`config.mk`:
```
export PLATFORM = sky130hd
export DESIGN_NAME = exchange_sort_with_stats
export DESIGN_NICKNAME = d
export VERILOG_FILES = /design/src/esws_pkg.sv /design/src/esws_ram.sv /design/src/exchange_sort_with_stats.sv
export SDC_FILE = /design/constraint.sdc
export NUM_CORES = 1
export LEC_CHECK = 0
export BUFFER_PORTS_ARGS = -buffer_cell sky130_fd_sc_hd__buf_2
export CAP_MARGIN = 20
export CORE_ASPECT_RATIO = 0.7
export CORE_MARGIN = 2
export CORE_UTILIZATION = 55
export CTS_BUF_LIST = sky130_fd_sc_hd__clkbuf_2 sky130_fd_sc_hd__clkbuf_4 sky130_fd_sc_hd__clkbuf_8
export CTS_CLUSTER_SIZE = 10
export DETAILED_ROUTE_END_ITERATION = 7
export PLACE_DENSITY = 0.76
export SYNTH_ARGS = -nofsm -noshare
export SYNTH_HDL_FRONTEND = slang
export SYNTH_SLANG_ARGS = --single-unit
```
`constraint.sdc`:
```
create_clock -name clk_i -period 6.1 [get_ports clk_i]
set_input_delay 0.305 -clock clk_i [delete_from_list [all_inputs] [get_ports clk_i]]
set_output_delay 0.305 -clock clk_i [all_outputs]
set_load 0.1 [all_outputs]
```
`src/esws_pkg.sv`:
```
// shared constants and types for the exchange sort block with statistics
package esws_pkg;

  localparam int CAPACITY   = 16;
  localparam int DATA_W     = 32;
  localparam int SUM_W      = 36;
  localparam int RANK_W     = 4;
  localparam int IDX_W      = $clog2(CAPACITY);
  localparam int CNT_W      = $clog2(CAPACITY + 1);
  localparam int IN_TDATA_W = 32;
  localparam int OUT_TDATA_W = 136;

  localparam logic signed [DATA_W-1:0] MOST_NEG = {1'b1, {(DATA_W-1){1'b0}}};
  localparam logic signed [DATA_W-1:0] MOST_POS = {1'b0, {(DATA_W-1){1'b1}}};

  typedef enum logic [2:0] {
    ST_IDLE,
    ST_FETCH,
    ST_PRIME,
    ST_SCAN,
    ST_WBACK,
    ST_EREAD,
    ST_EOUT
  } state_e;

endpackage

```
`src/esws_ram.sv`:
```
// generic single write port ram with one registered read port
module esws_ram #(
  parameter int WIDTH = 32,
  parameter int DEPTH = 16
) (
  input  logic                     clk_i,
  input  logic                     we_i,
  input  logic [$clog2(DEPTH)-1:0] waddr_i,
  input  logic [WIDTH-1:0]         wdata_i,
  input  logic [$clog2(DEPTH)-1:0] raddr_i,
  output logic [WIDTH-1:0]         rdata_o
);

  logic [WIDTH-1:0] mem_q [DEPTH];
  logic [WIDTH-1:0] rdata_q;

  always_ff @(posedge clk_i) begin
    if (we_i) begin
      mem_q[waddr_i] <= wdata_i;
    end
    rdata_q <= mem_q[raddr_i];
  end

  assign rdata_o = rdata_q;

endmodule

```
`src/exchange_sort_with_stats.sv`:
```
// top level: collects a set of values, sorts it in place and streams it out with statistics
//
// Usage: values enter on the s_axis channel, one per transaction, with tlast on the
// last value of a set. Up to CAPACITY values are stored in a small ram; further
// values are dropped and the overflow flag is raised for the set. When the set
// closes, tready falls and an exchange sort runs on a single comparator with one
// ram read and at most one write per cycle. The sorted values then leave on
// m_axis in ascending order, the next one read from the ram only once the current
// one has been taken, each carrying its rank, the set's maximum, minimum and 36-bit
// sum; tlast marks the last one. tready on the input stays low until the last
// result has been taken. A stalled receiver simply holds the current result, which
// stays stable. After reset the block is empty and ready; no store clearing is
// needed since only entries written in the current set are ever read.
module exchange_sort_with_stats (
  input  logic                                clk_i,
  input  logic                                rst_ni,
  input  logic                                s_axis_tvalid,
  output logic                                s_axis_tready,
  input  logic [esws_pkg::IN_TDATA_W-1:0]     s_axis_tdata,   // [31:0] sample
  input  logic                                s_axis_tlast,   // final_item
  output logic                                m_axis_tvalid,
  input  logic                                m_axis_tready,
  // [31:0] sorted_value, [35:32] rank, [67:36] largest, [99:68] smallest, [135:100] total
  output logic [esws_pkg::OUT_TDATA_W-1:0]    m_axis_tdata,
  output logic                                m_axis_tlast,   // run_end
  output logic                                m_axis_tuser    // overflow
);

  esws_pkg::state_e state_q, state_d;

  logic        [esws_pkg::CNT_W-1:0]  fill_q;
  logic        [esws_pkg::CNT_W-1:0]  i_q;
  logic        [esws_pkg::CNT_W-1:0]  j_q;
  logic        [esws_pkg::CNT_W-1:0]  k_q;
  logic signed [esws_pkg::DATA_W-1:0] cur_q;
  logic signed [esws_pkg::DATA_W-1:0] max_q;
  logic signed [esws_pkg::DATA_W-1:0] min_q;
  logic signed [esws_pkg::SUM_W-1:0]  sum_q;
  logic                               dropped_q;

  logic                               ram_we;
  logic        [esws_pkg::IDX_W-1:0]  ram_waddr;
  logic        [esws_pkg::DATA_W-1:0] ram_wdata;
  logic        [esws_pkg::IDX_W-1:0]  ram_raddr;
  logic        [esws_pkg::DATA_W-1:0] ram_rdata;

  logic signed [esws_pkg::DATA_W-1:0] sample;
  logic signed [esws_pkg::DATA_W-1:0] rd_val;
  logic                               in_fire;
  logic                               out_fire;
  logic                               has_room;
  logic                               swap;
  logic                               scan_end;
  logic                               more_rows;
  logic                               emit_end;

  assign sample    = $signed(s_axis_tdata[esws_pkg::DATA_W-1:0]);
  assign rd_val    = $signed(ram_rdata);
  assign in_fire   = s_axis_tvalid && s_axis_tready;
  assign out_fire  = m_axis_tvalid && m_axis_tready;
  assign has_room  = fill_q < esws_pkg::CNT_W'(esws_pkg::CAPACITY);
  assign swap      = cur_q > rd_val;
  assign scan_end  = esws_pkg::CNT_W'(j_q + 1'b1) == fill_q;
  assign more_rows = ({1'b0, i_q} + (esws_pkg::CNT_W+1)'(2)) < {1'b0, fill_q};
  assign emit_end  = esws_pkg::CNT_W'(k_q + 1'b1) == fill_q;

  esws_ram #(
    .WIDTH (esws_pkg::DATA_W),
    .DEPTH (esws_pkg::CAPACITY)
  ) u_store (
    .clk_i   (clk_i),
    .we_i    (ram_we),
    .waddr_i (ram_waddr),
    .wdata_i (ram_wdata),
    .raddr_i (ram_raddr),
    .rdata_o (ram_rdata)
  );

  // next state
  always_comb begin
    state_d = state_q;
    unique case (state_q)
      esws_pkg::ST_IDLE: begin
        if (in_fire && s_axis_tlast) begin
          state_d = (fill_q != '0) ? esws_pkg::ST_FETCH : esws_pkg::ST_EREAD;
        end
      end
      esws_pkg::ST_FETCH: state_d = esws_pkg::ST_PRIME;
      esws_pkg::ST_PRIME: state_d = esws_pkg::ST_SCAN;
      esws_pkg::ST_SCAN: begin
        if (scan_end) begin
          state_d = esws_pkg::ST_WBACK;
        end
      end
      esws_pkg::ST_WBACK: state_d = more_rows ? esws_pkg::ST_FETCH : esws_pkg::ST_EREAD;
      esws_pkg::ST_EREAD: state_d = esws_pkg::ST_EOUT;
      esws_pkg::ST_EOUT: begin
        if (out_fire) begin
          state_d = emit_end ? esws_pkg::ST_IDLE : esws_pkg::ST_EREAD;
        end
      end
      default: state_d = esws_pkg::ST_IDLE;
    endcase
  end

  // outputs and ram control
  always_comb begin
    s_axis_tready = 1'b0;
    m_axis_tvalid = 1'b0;
    ram_we        = 1'b0;
    ram_waddr     = fill_q[esws_pkg::IDX_W-1:0];
    ram_wdata     = sample;
    ram_raddr     = k_q[esws_pkg::IDX_W-1:0];
    unique case (state_q)
      esws_pkg::ST_IDLE: begin
        s_axis_tready = 1'b1;
        ram_we        = s_axis_tvalid && has_room;
      end
      esws_pkg::ST_FETCH: ram_raddr = i_q[esws_pkg::IDX_W-1:0];
      esws_pkg::ST_PRIME: ram_raddr = j_q[esws_pkg::IDX_W-1:0];
      esws_pkg::ST_SCAN: begin
        ram_raddr = esws_pkg::IDX_W'(j_q + 1'b1);
        ram_we    = swap;
        ram_waddr = j_q[esws_pkg::IDX_W-1:0];
        ram_wdata = cur_q;
      end
      esws_pkg::ST_WBACK: begin
        ram_we    = 1'b1;
        ram_waddr = i_q[esws_pkg::IDX_W-1:0];
        ram_wdata = cur_q;
      end
      esws_pkg::ST_EREAD: ram_raddr = k_q[esws_pkg::IDX_W-1:0];
      esws_pkg::ST_EOUT:  m_axis_tvalid = 1'b1;
      default: ;
    endcase
  end

  assign m_axis_tdata = {sum_q, min_q, max_q, esws_pkg::RANK_W'(k_q), ram_rdata};
  assign m_axis_tlast = emit_end;
  assign m_axis_tuser = dropped_q;

  always_ff @(posedge clk_i or negedge rst_ni) begin
    if (!rst_ni) begin
      state_q   <= esws_pkg::ST_IDLE;
      fill_q    <= '0;
      i_q       <= '0;
      j_q       <= '0;
      k_q       <= '0;
      max_q     <= esws_pkg::MOST_NEG;
      min_q     <= esws_pkg::MOST_POS;
      sum_q     <= '0;
      dropped_q <= 1'b0;
    end else begin
      state_q <= state_d;
      unique case (state_q)
        esws_pkg::ST_IDLE: begin
          if (in_fire) begin
            if (has_room) begin
              fill_q <= fill_q + 1'b1;
              if (sample > max_q) begin
                max_q <= sample;
              end
              if (sample < min_q) begin
                min_q <= sample;
              end
              sum_q <= sum_q + esws_pkg::SUM_W'(sample);
            end else begin
              dropped_q <= 1'b1;
            end
            i_q <= '0;
            j_q <= esws_pkg::CNT_W'(1);
            k_q <= '0;
          end
        end
        esws_pkg::ST_SCAN: begin
          if (!scan_end) begin
            j_q <= j_q + 1'b1;
          end
        end
        esws_pkg::ST_WBACK: begin
          i_q <= i_q + 1'b1;
          j_q <= esws_pkg::CNT_W'(i_q + esws_pkg::CNT_W'(2));
        end
        esws_pkg::ST_EOUT: begin
          if (out_fire) begin
            k_q <= k_q + 1'b1;
            if (emit_end) begin
              fill_q    <= '0;
              max_q     <= esws_pkg::MOST_NEG;
              min_q     <= esws_pkg::MOST_POS;
              sum_q     <= '0;
              dropped_q <= 1'b0;
            end
          end
        end
        default: ;
      endcase
    end
  end

  // working value of the current row
  always_ff @(posedge clk_i) begin
    if (state_q == esws_pkg::ST_PRIME || (state_q == esws_pkg::ST_SCAN && swap)) begin
      cur_q <= rd_val;
    end
  end

  a_no_overlap: assert property (@(posedge clk_i) disable iff (!rst_ni)
    !(s_axis_tready && m_axis_tvalid))
    else $error("input accepted while a result is pending");

  a_fill_bound: assert property (@(posedge clk_i) disable iff (!rst_ni)
    fill_q <= esws_pkg::CNT_W'(esws_pkg::CAPACITY))
    else $error("fill count beyond capacity");

  a_drop_full: assert property (@(posedge clk_i) disable iff (!rst_ni)
    dropped_q |-> fill_q == esws_pkg::CNT_W'(esws_pkg::CAPACITY))
    else $error("drop flagged while store not full");

  a_rank_bound: assert property (@(posedge clk_i) disable iff (!rst_ni)
    m_axis_tvalid |-> k_q < fill_q)
    else $error("result rank beyond stored count");

  a_back_idle: assert property (@(posedge clk_i) disable iff (!rst_ni)
    (out_fire && m_axis_tlast) |=> (s_axis_tready && fill_q == '0 && !dropped_q))
    else $error("set not cleared after last result");

endmodule
```
==> tab_implementation.tex, run 1 <==
\begin{tabular}{lr}
\hline
Metric & Value \\
\hline
\multicolumn{2}{l}{\textbf{Global routing}} \\
Global router's overall resource usage & a little over a quarter \\
Largest net degree at the start of global routing & 97 \\
Total grt overflow & 0 \\
Global-route wire length before repair & 121 mm \\
Number of global-route vias before repair & 19,700 \\
Antenna violations before repair & 0 \\
\multicolumn{2}{l}{\textbf{Timing}} \\
Transition time of the tightest slew-check pin & 1.15 ns \\
Count of endpoints failing setup in the final report & 0 \\
Top achievable clock speed & 210 MHz \\
Share of the clock period used by the worst path & 78.1\% \\
Clock Skews & 0.0370 ns \\
Number of slew-limit violations in the final report & 0 \\
Unrepaired setup endpoints after global routing & no \\
Shortest period the worst path allows & 4.76 ns \\
Setup Total Neg Slack & 0 ns \\
Slew HR & 22.9\% \\
Count of endpoints failing hold in the final timing report & 0 \\
\multicolumn{2}{l}{\textbf{Routing}} \\
Final wirelength & approximately 80 mm \\
Avg Vias per Cell & 6.19 \\
Router iterations before antenna repair & 6 \\
Vias after detailed routing & 20,200 \\
Routed wirelength normalized by instance count & 24.7 um \\
DRC violations left & 0 \\
1st-iter DRT viols & $\sim$2,600 \\
Remaining antenna violation count & 0 \\
\multicolumn{2}{l}{\textbf{Placement}} \\
I/O Buffers & 176 \\
GPL Wtd Cong & 0.932 \\
HPWL after DPL & around 53 mm \\
Placed Instance Area & 33,500 um2 \\
\multicolumn{2}{l}{\textbf{Clock tree}} \\
Root buffer cell & sky130\_fd\_sc\_hd\_\_clkbuf\_8 \\
Source-to-sink clock delay at the later pin of the worst-skew pair & 0.73 ns \\
Post-CTS clock slew at the launch and capture registers of the worst setup and hold paths & 0.07 ns \\
Total clock buffers created by CTS & 100 \\
Sink count of the clock tree & 700 \\
Post-CTS resize count & 0 \\
H-tree level count & 3 \\
Largest buffer count on any clock path & 3 \\
Count of buffers added by post-CTS timing repair for setup & 0 \\
TritonCTS clock tree & done \\
\multicolumn{2}{l}{\textbf{Synthesis}} \\
Syn\_nets & about 2,300 \\
Syn\_area\_per\_cell & 14.6 um2 \\
Number of enable-type register cells in the synthesized netlist & 544 \\
Main area contributors after synthesis & sky130\_fd\_sc\_hd\_\_edfxtp\_1 52\%, sky130\_fd\_sc\_hd\_\_mux4\_2 9.1\%, sky130\_fd\_sc\_hd\_\_dfrtp\_1 7.3\%, sky130\_fd\_sc\_hd\_\_ha\_1 5.6\%, sky130\_fd\_sc\_hd\_\_dfstp\_2 2.7\% \\
Share of synthesized registers carrying an async set or reset & $\sim$18\% \\
Unique cell type count in the Yosys netlist & 78 \\
Yosys warning count & 0 \\
Instance count of the mapped netlist & 2,165 \\
Sequential area share after synthesis & 63.8\% \\
Cell type with the highest aggregate area in the netlist & sky130\_fd\_sc\_hd\_\_edfxtp\_1 \\
Flip-flop and latch count after synthesis & 700 \\
Proportion of netlist area held by the largest area contributor & 51.8\% \\
Mapped Area & 31,500 um2 \\
Primary FF master, synth & sky130\_fd\_sc\_hd\_\_edfxtp\_1 \\
\multicolumn{2}{l}{\textbf{Run}} \\
Total of max-cap violations & 0 \\
\multicolumn{2}{l}{\textbf{Worst setup path}} \\
Class of the most critical setup path & reg2reg \\
Total buffers and inverters traversed by the critical path & 2 \\
Nature of the critical path endpoint & register \\
Startpoint type of the worst setup path & register \\
Slowest cell on crit path & sky130\_fd\_sc\_hd\_\_a211oi\_2 \\
Register-to-Register Setup Slack & 1.34 ns \\
Largest delay share family, worst path & simple AND/OR/NAND/NOR gates \\
Slowest Stage Delay on Critical Path & 0.94 ns \\
Data required time at the worst endpoint & 6.55 ns \\
Arrival time worst endpoint & between 5 and 6 ns \\
Cell chain of the critical path & inv\_2 > nor2\_1 > nand2\_1 > nand2\_1 > o21ai\_0 > nand3\_1 > o22ai\_1 > a211oi\_2 > nor2\_4 > buf\_4 \\
Most common cell on crit path & sky130\_fd\_sc\_hd\_\_nand2\_1 \\
Largest fanout on the critical path & 20 \\
\multicolumn{2}{l}{\textbf{Finish}} \\
Layout overhead on the synthesized area & 14.2\% \\
\# nets final & about 2,600 \\
Area of the multi-input gates & 10,600 um2 \\
Finished Cell Area & between 30,000 and 40,000 um2 \\
Number of fill cells & about 4,000 \\
Fraction of layout instances using a drive strength above 1 & between 20\% and 30\% \\
Count of antenna diodes in the layout & 0 \\
Commonest non-fill, non-tap cell in the layout & sky130\_fd\_sc\_hd\_\_edfxtp\_1 \\
FF+latch area & 20,100 um2 \\
Highest-count cells in the layout ignoring fill and taps & 544 x sky130\_fd\_sc\_hd\_\_edfxtp\_1, 191 x sky130\_fd\_sc\_hd\_\_nand2\_1, 175 x sky130\_fd\_sc\_hd\_\_buf\_2 \\
\multicolumn{2}{l}{\textbf{Power}} \\
Internal power of the cells & 11,300 uW \\
Highest ir drop seen on vdd & 457 uV \\
Fraction of power spent switching nets & 39.7\% \\
Power dissipated by switching net loads & 7400 uW \\
Relative contribution of sequential cells to total power & 37.1\% \\
LEAKAGE & 0.0139 uW \\
Proportion of power drawn by the clock network & between 20\% and 30\% \\
Pwr per Cell Area & around 520 nW/um2 \\
Combinational fraction of design power & 43.0\% \\
\multicolumn{2}{l}{\textbf{Floorplan}} \\
Starting density of the core & 55.6\% \\
IO Count & 177 \\
Total Die Area & just under 60,000 um2 \\
Number of placement rows & 73 \\
Die X-Extent & 290 um \\
Placeable core region & 56,700 um2 \\
Vertical die dimension & 204 um \\
\multicolumn{2}{l}{\textbf{Outcome}} \\
Outcome & complete, no violations \\
\multicolumn{2}{l}{\textbf{Worst hold path}} \\
Worst min path class & in2reg \\
\hline
\end{tabular}
registers in the layout, indices dropped and copies added (netlist names):
register / count
sum_q: 36
m_axis_tuser: 1
j_q: 5
u_store.rdata_o: 32
min_q: 32
u_store.mem_q: 512
i_q: 5
fill_q: 5
k_q: 5
max_q: 32
state_q: 3
cur_q: 32
synthesized netlist by cell type (48+ instances only):
cell	number
sky130_fd_sc_hd__edfxtp_1	544
sky130_fd_sc_hd__nand2_1	191
sky130_fd_sc_hd__ha_1	140
sky130_fd_sc_hd__mux4_2	128
sky130_fd_sc_hd__inv_1	119
sky130_fd_sc_hd__a21oi_1	102
sky130_fd_sc_hd__o21ai_0	95
sky130_fd_sc_hd__dfrtp_1	92
sky130_fd_sc_hd__nor2_1	69
sky130_fd_sc_hd__a21o_1	56
sky130_fd_sc_hd__clkbuf_1	54
sky130_fd_sc_hd__nand3_1	48
repair_timing:
item	CTS	global route
hold endpoints to repair	124	0
hold buffers	34	0
endpoints found under the setup margin	0	0
worst paths after layout:
kind                                          start                    to  cells past startpoint
worst min register to register  u_store.rdata_o[11]             cur_q[11]                      0
max in group asynchronous                    rst_ni             max_q[24]                      3
worst max register to register           state_q[1]  u_store.mem_q[15][9]                     10
worst min-delay path                   s_axis_tlast            state_q[0]                      7
worst max-delay path                     state_q[1]  u_store.mem_q[15][9]                     10
min in group asynchronous                    rst_ni              max_q[4]                      2
tightest hold or removal path, stage by stage:
cell and delay, ns:
sky130_fd_sc_hd__buf_2 0.10, sky130_fd_sc_hd__nand2_1 0.09, sky130_fd_sc_hd__nand2_1 0.05, sky130_fd_sc_hd__o21ai_0 0.11, sky130_fd_sc_hd__nor2_1 0.08, sky130_fd_sc_hd__nand2_1 0.05, sky130_fd_sc_hd__o21ai_0 0.06
final cells by class:
type	count	area share [%]
Tap cell	750	2.61
Multi-Input combinational cell	1238	29.6
Sequential cell	700	55.9
Clock buffer	153	5.03
Inverter	123	1.28
Clock inverter	34	0.556
Timing Repair Buffer	262	5.09
power groups by stage:
stage                     clock network, uW  logic (uW)  registers [uW]
after floorplan                           0        4790            7660
after global placement                    0        7700            6950
after detailed placement                  0        7930            7000
after CTS                              3770        7980            6900
after global routing                   3980        8560            6970
final                                  3720        8020            6920
layer usage:
metal	GRT usage [%]	routed length (um)	up-vias
li1	-	-	8831
met2	41.0	36500	1006
met4	8.11	2080	0
met5	0	0	-
met1	40.5	34600	10200
met3	5.25	7150	141
through the flow:
| stage | setup WS [ns] | std cells | total power [uW] | hold slack, ns | utilization, % |
|---|---|---|---|---|---|
| after detailed placement | 1.53 | 3034 | 14900 | 0.445 | 59.1 |
| after global routing | 1.09 | 3260 | 19500 | 0.207 | 63.5 |
| after floorplan | 0.793 | 2165 | 12400 | 0.00941 | - |
| after global placement | 1.68 | 3030 | 14700 | 0.435 | 58.9 |
| final | 1.34 | 3260 | 18700 | 0.199 | 63.5 |
| after CTS | 1.54 | 3255 | 18700 | 0.131 | 63.3 |
cells by family (layout without fill, tap and decap cells):
kind of cell | after synthesis | after routing | share of synthesized area (%)
buf+inv | 227 | 572 | 3.03
simple gates | 441 | 441 | 6.47
compound gates | 443 | 443 | 9.37
mux | 165 | 165 | 10.3
xor+xnor | 48 | 48 | 1.33
flops | 700 | 700 | 63.8
fa+ha+maj | 141 | 141 | 5.62
Note: power is estimated with default switching activity, not from simulation.
==> run 2, diff against run 1 <==
--- a/config.mk
+++ b/config.mk
@@ -13,7 +13,7 @@
 export CTS_BUF_LIST = sky130_fd_sc_hd__clkbuf_2 sky130_fd_sc_hd__clkbuf_4 sky130_fd_sc_hd__clkbuf_8
 export CTS_CLUSTER_SIZE = 10
 export DETAILED_ROUTE_END_ITERATION = 7
-export PLACE_DENSITY = 0.76
+export PLACE_DENSITY = 0.79
 export SYNTH_ARGS = -nofsm -noshare
 export SYNTH_HDL_FRONTEND = slang
 export SYNTH_SLANG_ARGS = --single-unit
==> constraint.sdc (replaced) <==
create_clock -name clk_i -period 4.1 [get_ports clk_i]
set_input_delay 0.205 -clock clk_i [delete_from_list [all_inputs] [get_ports clk_i]]
set_output_delay 0.205 -clock clk_i [all_outputs]
set_load 0.1 [all_outputs]
==> tab_implementation.tex, run 2 (synthesis gave the netlist of run 1 again) <==
\begin{tabular}{lr}
\hline
Metric & Value \\
\hline
\multicolumn{2}{l}{\textbf{Routing}} \\
Vias after detailed routing & between 20,000 and 25,000 \\
Routed wirelength normalized by instance count & 25.5 um \\
1st-iter DRT viols & $\sim$2,400 \\
Top layer used by detailed routing & met4 \\
Remaining antenna violation count & 0 \\
Met3 wire len & slightly below 9 mm \\
Routed length on met1 & 35.3 mm \\
Met2 layer wire length in the routed design & 37.5 mm \\
DRC violations left & 0 \\
Final wirelength & around 84 mm \\
Router iterations before antenna repair & 6 \\
Avg Vias per Cell & 6.27 \\
\multicolumn{2}{l}{\textbf{Timing}} \\
Shortest period the worst path allows & 3.95 ns \\
Transition time of the tightest slew-check pin & roughly 1 ns \\
Clock Skews & 0.0332 ns \\
Count of endpoints failing setup in the final report & 0 \\
Unrepaired setup endpoints after global routing & no \\
Number of slew-limit violations in the final report & 0 \\
Setup Total Neg Slack & 0 ns \\
Top achievable clock speed & between 200 and 300 MHz \\
Slew HR & approximately a third \\
Count of endpoints failing hold in the final timing report & 0 \\
Share of the clock period used by the worst path & just under 100\% \\
\multicolumn{2}{l}{\textbf{Finish}} \\
Finished Cell Area & 36,500 um2 \\
Number of flip-flops in the largest register & between 500 and 600 \\
Largest registers in the final layout & u\_store.mem\_q (512), sum\_q (36) \\
Highest-count cells in the layout ignoring fill and taps & 544 x sky130\_fd\_sc\_hd\_\_edfxtp\_1, 191 x sky130\_fd\_sc\_hd\_\_nand2\_1, 175 x sky130\_fd\_sc\_hd\_\_buf\_2 \\
Commonest non-fill, non-tap cell in the layout & sky130\_fd\_sc\_hd\_\_edfxtp\_1 \\
\# nets final & between 2,000 and 3,000 \\
Most flop-heavy register & u\_store.mem\_q \\
Fraction of layout instances using a drive strength above 1 & 25.2\% \\
Layout overhead on the synthesized area & 15.8\% \\
Post-layout utilization of the core & 64.3\% \\
Count of antenna diodes in the layout & 0 \\
\multicolumn{2}{l}{\textbf{Placement}} \\
Placed Instance Area & 33,900 um2 \\
GPL Wtd Cong & 0.927 \\
HPWL after DPL & 57.1 mm \\
I/O Buffers & 176 \\
\multicolumn{2}{l}{\textbf{Worst hold path}} \\
Worst min path class & in2reg \\
Source of the worst hold timing path & s\_axis\_tlast \\
Instance count along the most critical hold path & 7 \\
Hold worst-path end & state\_q[0] \\
\multicolumn{2}{l}{\textbf{Power}} \\
Highest ir drop seen on vdd & 555 uV \\
Pwr per Cell Area & a little under 800 nW/um2 \\
LEAKAGE & 0.0141 uW \\
\multicolumn{2}{l}{\textbf{Clock tree}} \\
Total clock buffers created by CTS & a little over 100 \\
Post-CTS clock slew at the launch and capture registers of the worst setup and hold paths & 0.06 ns \\
H-tree level count & 3 \\
Root buffer cell & sky130\_fd\_sc\_hd\_\_clkbuf\_8 \\
Source-to-sink clock delay at the later pin of the worst-skew pair & 0.73 ns \\
Sink count of the clock tree & 700 \\
Largest buffer count on any clock path & 3 \\
TritonCTS clock tree & done \\
\multicolumn{2}{l}{\textbf{Global routing}} \\
Total grt overflow & 0 \\
Antenna violations before repair & 0 \\
Global router's overall resource usage & roughly 28\% \\
Number of global-route vias before repair & 20,300 \\
Largest net degree at the start of global routing & 65 \\
Global-route wire length before repair & 126 mm \\
\multicolumn{2}{l}{\textbf{Floorplan}} \\
Vertical die dimension & 204 um \\
IO Count & 177 \\
Die X-Extent & slightly below 300 um \\
Starting density of the core & 55.6\% \\
Number of placement rows & between 70 and 80 \\
Total Die Area & 59,300 um2 \\
Placeable core region & 56,700 um2 \\
\multicolumn{2}{l}{\textbf{Worst setup path}} \\
Data required time at the worst endpoint & around 4.5 ns \\
Number of cell instances on the worst register-to-register path & 9 \\
Arrival time worst endpoint & 4.31 ns \\
Nature of the critical path endpoint & register \\
Start of the worst register-to-register path & u\_store.rdata\_o[31] \\
Reg2Reg Capture Point & u\_store.mem\_q[14][24] \\
Startpoint type of the worst setup path & register \\
Largest fanout on the critical path & 22 \\
Class of the most critical setup path & reg2reg \\
Register-to-Register Setup Slack & between 0.1 and 0.15 ns \\
\multicolumn{2}{l}{\textbf{Run}} \\
Total of max-cap violations & 0 \\
\multicolumn{2}{l}{\textbf{Outcome}} \\
Outcome & complete, no violations \\
\hline
\end{tabular}
-- run 2: worst max path at each step --
stage | cells past startpoint | to | slack [ns] | startpoint
2_1_floorplan | 9 | u_store.mem_q[1][0] | -0.34 | u_store.rdata_o[31]
3_3_place_gp | 8 | u_store.mem_q[3][24] | -0.02 | cur_q[31]
3_5_place_dp | 10 | u_store.mem_q[4][15] | -0.13 | u_store.rdata_o[31]
4_1_cts | 10 | u_store.mem_q[4][1] | 0.14 | u_store.rdata_o[31]
5_1_grt | 9 | u_store.mem_q[14][27] | 0.001 | cur_q[25]
6_report | 9 | u_store.mem_q[14][24] | 0.15 | u_store.rdata_o[31]
-- run 2: power breakdown --
| group | switching, uW | leakage (uW) | internal [uW] |
|---|---|---|---|
| registers | 470 | 0.00660 | 9740 |
| logic | 8090 | 0.00636 | 4490 |
| clock network | 2750 | 0.00117 | 3310 |
-- run 2: worst max-delay path, cell delays in order, from the launching register on --
cell and delay, ns:
sky130_fd_sc_hd__dfxtp_1 0.36, sky130_fd_sc_hd__inv_1 0.06, sky130_fd_sc_hd__ha_1 0.49, sky130_fd_sc_hd__nand4_1 0.22, sky130_fd_sc_hd__nor4_2 0.61, sky130_fd_sc_hd__o21ai_0 0.32
sky130_fd_sc_hd__nor2_1 0.21, sky130_fd_sc_hd__a211oi_2 0.12, sky130_fd_sc_hd__nor3_4 0.68, sky130_fd_sc_hd__buf_4 0.50
-- run 2: stage by stage --
step	power, uW	setup slack (ns)	hold WS (ns)	instances
3_5_place_dp	22800	-0.128	0.316	3065
2_1_floorplan	18600	-0.337	-0.0906	2165
6_report	28900	0.146	0.0938	3293
5_1_grt	30000	0.00102	0.0936	3293
4_1_cts	28800	0.141	0.0280	3290
3_3_place_gp	22400	-0.0241	0.298	3060
-- run 2: cell type report --
cell class	instances	area, um2
inverters	123	462
clock buffers	153	1860
fillers	3923	20200
multi-input cells	1238	10700
flip-flops and latches	700	20100
well taps	750	938
repair buffers	291	2050
clock inverters	38	373
-- run 2: timing repair --
item | in CTS | in global routing
cloned | 0 | 0
hold buffers | 34 | 0
pin swaps | 0 | 2
setup buffers | 0 | 2
gates resized for setup | 1 | 0
hold endpoints to repair | 126 | 0
setup endpoints to repair | 70 | 44
-- run 2: layer usage --
| layer | global-route usage (%) | up-vias |
|---|---|---|
| met1 | 41.6 | 10300 |
| met4 | 8.97 | 0 |
| li1 | - | 8911 |
| met3 | 6.63 | 200 |
| met2 | 42.1 | 1216 |
| met5 | 0 | - |
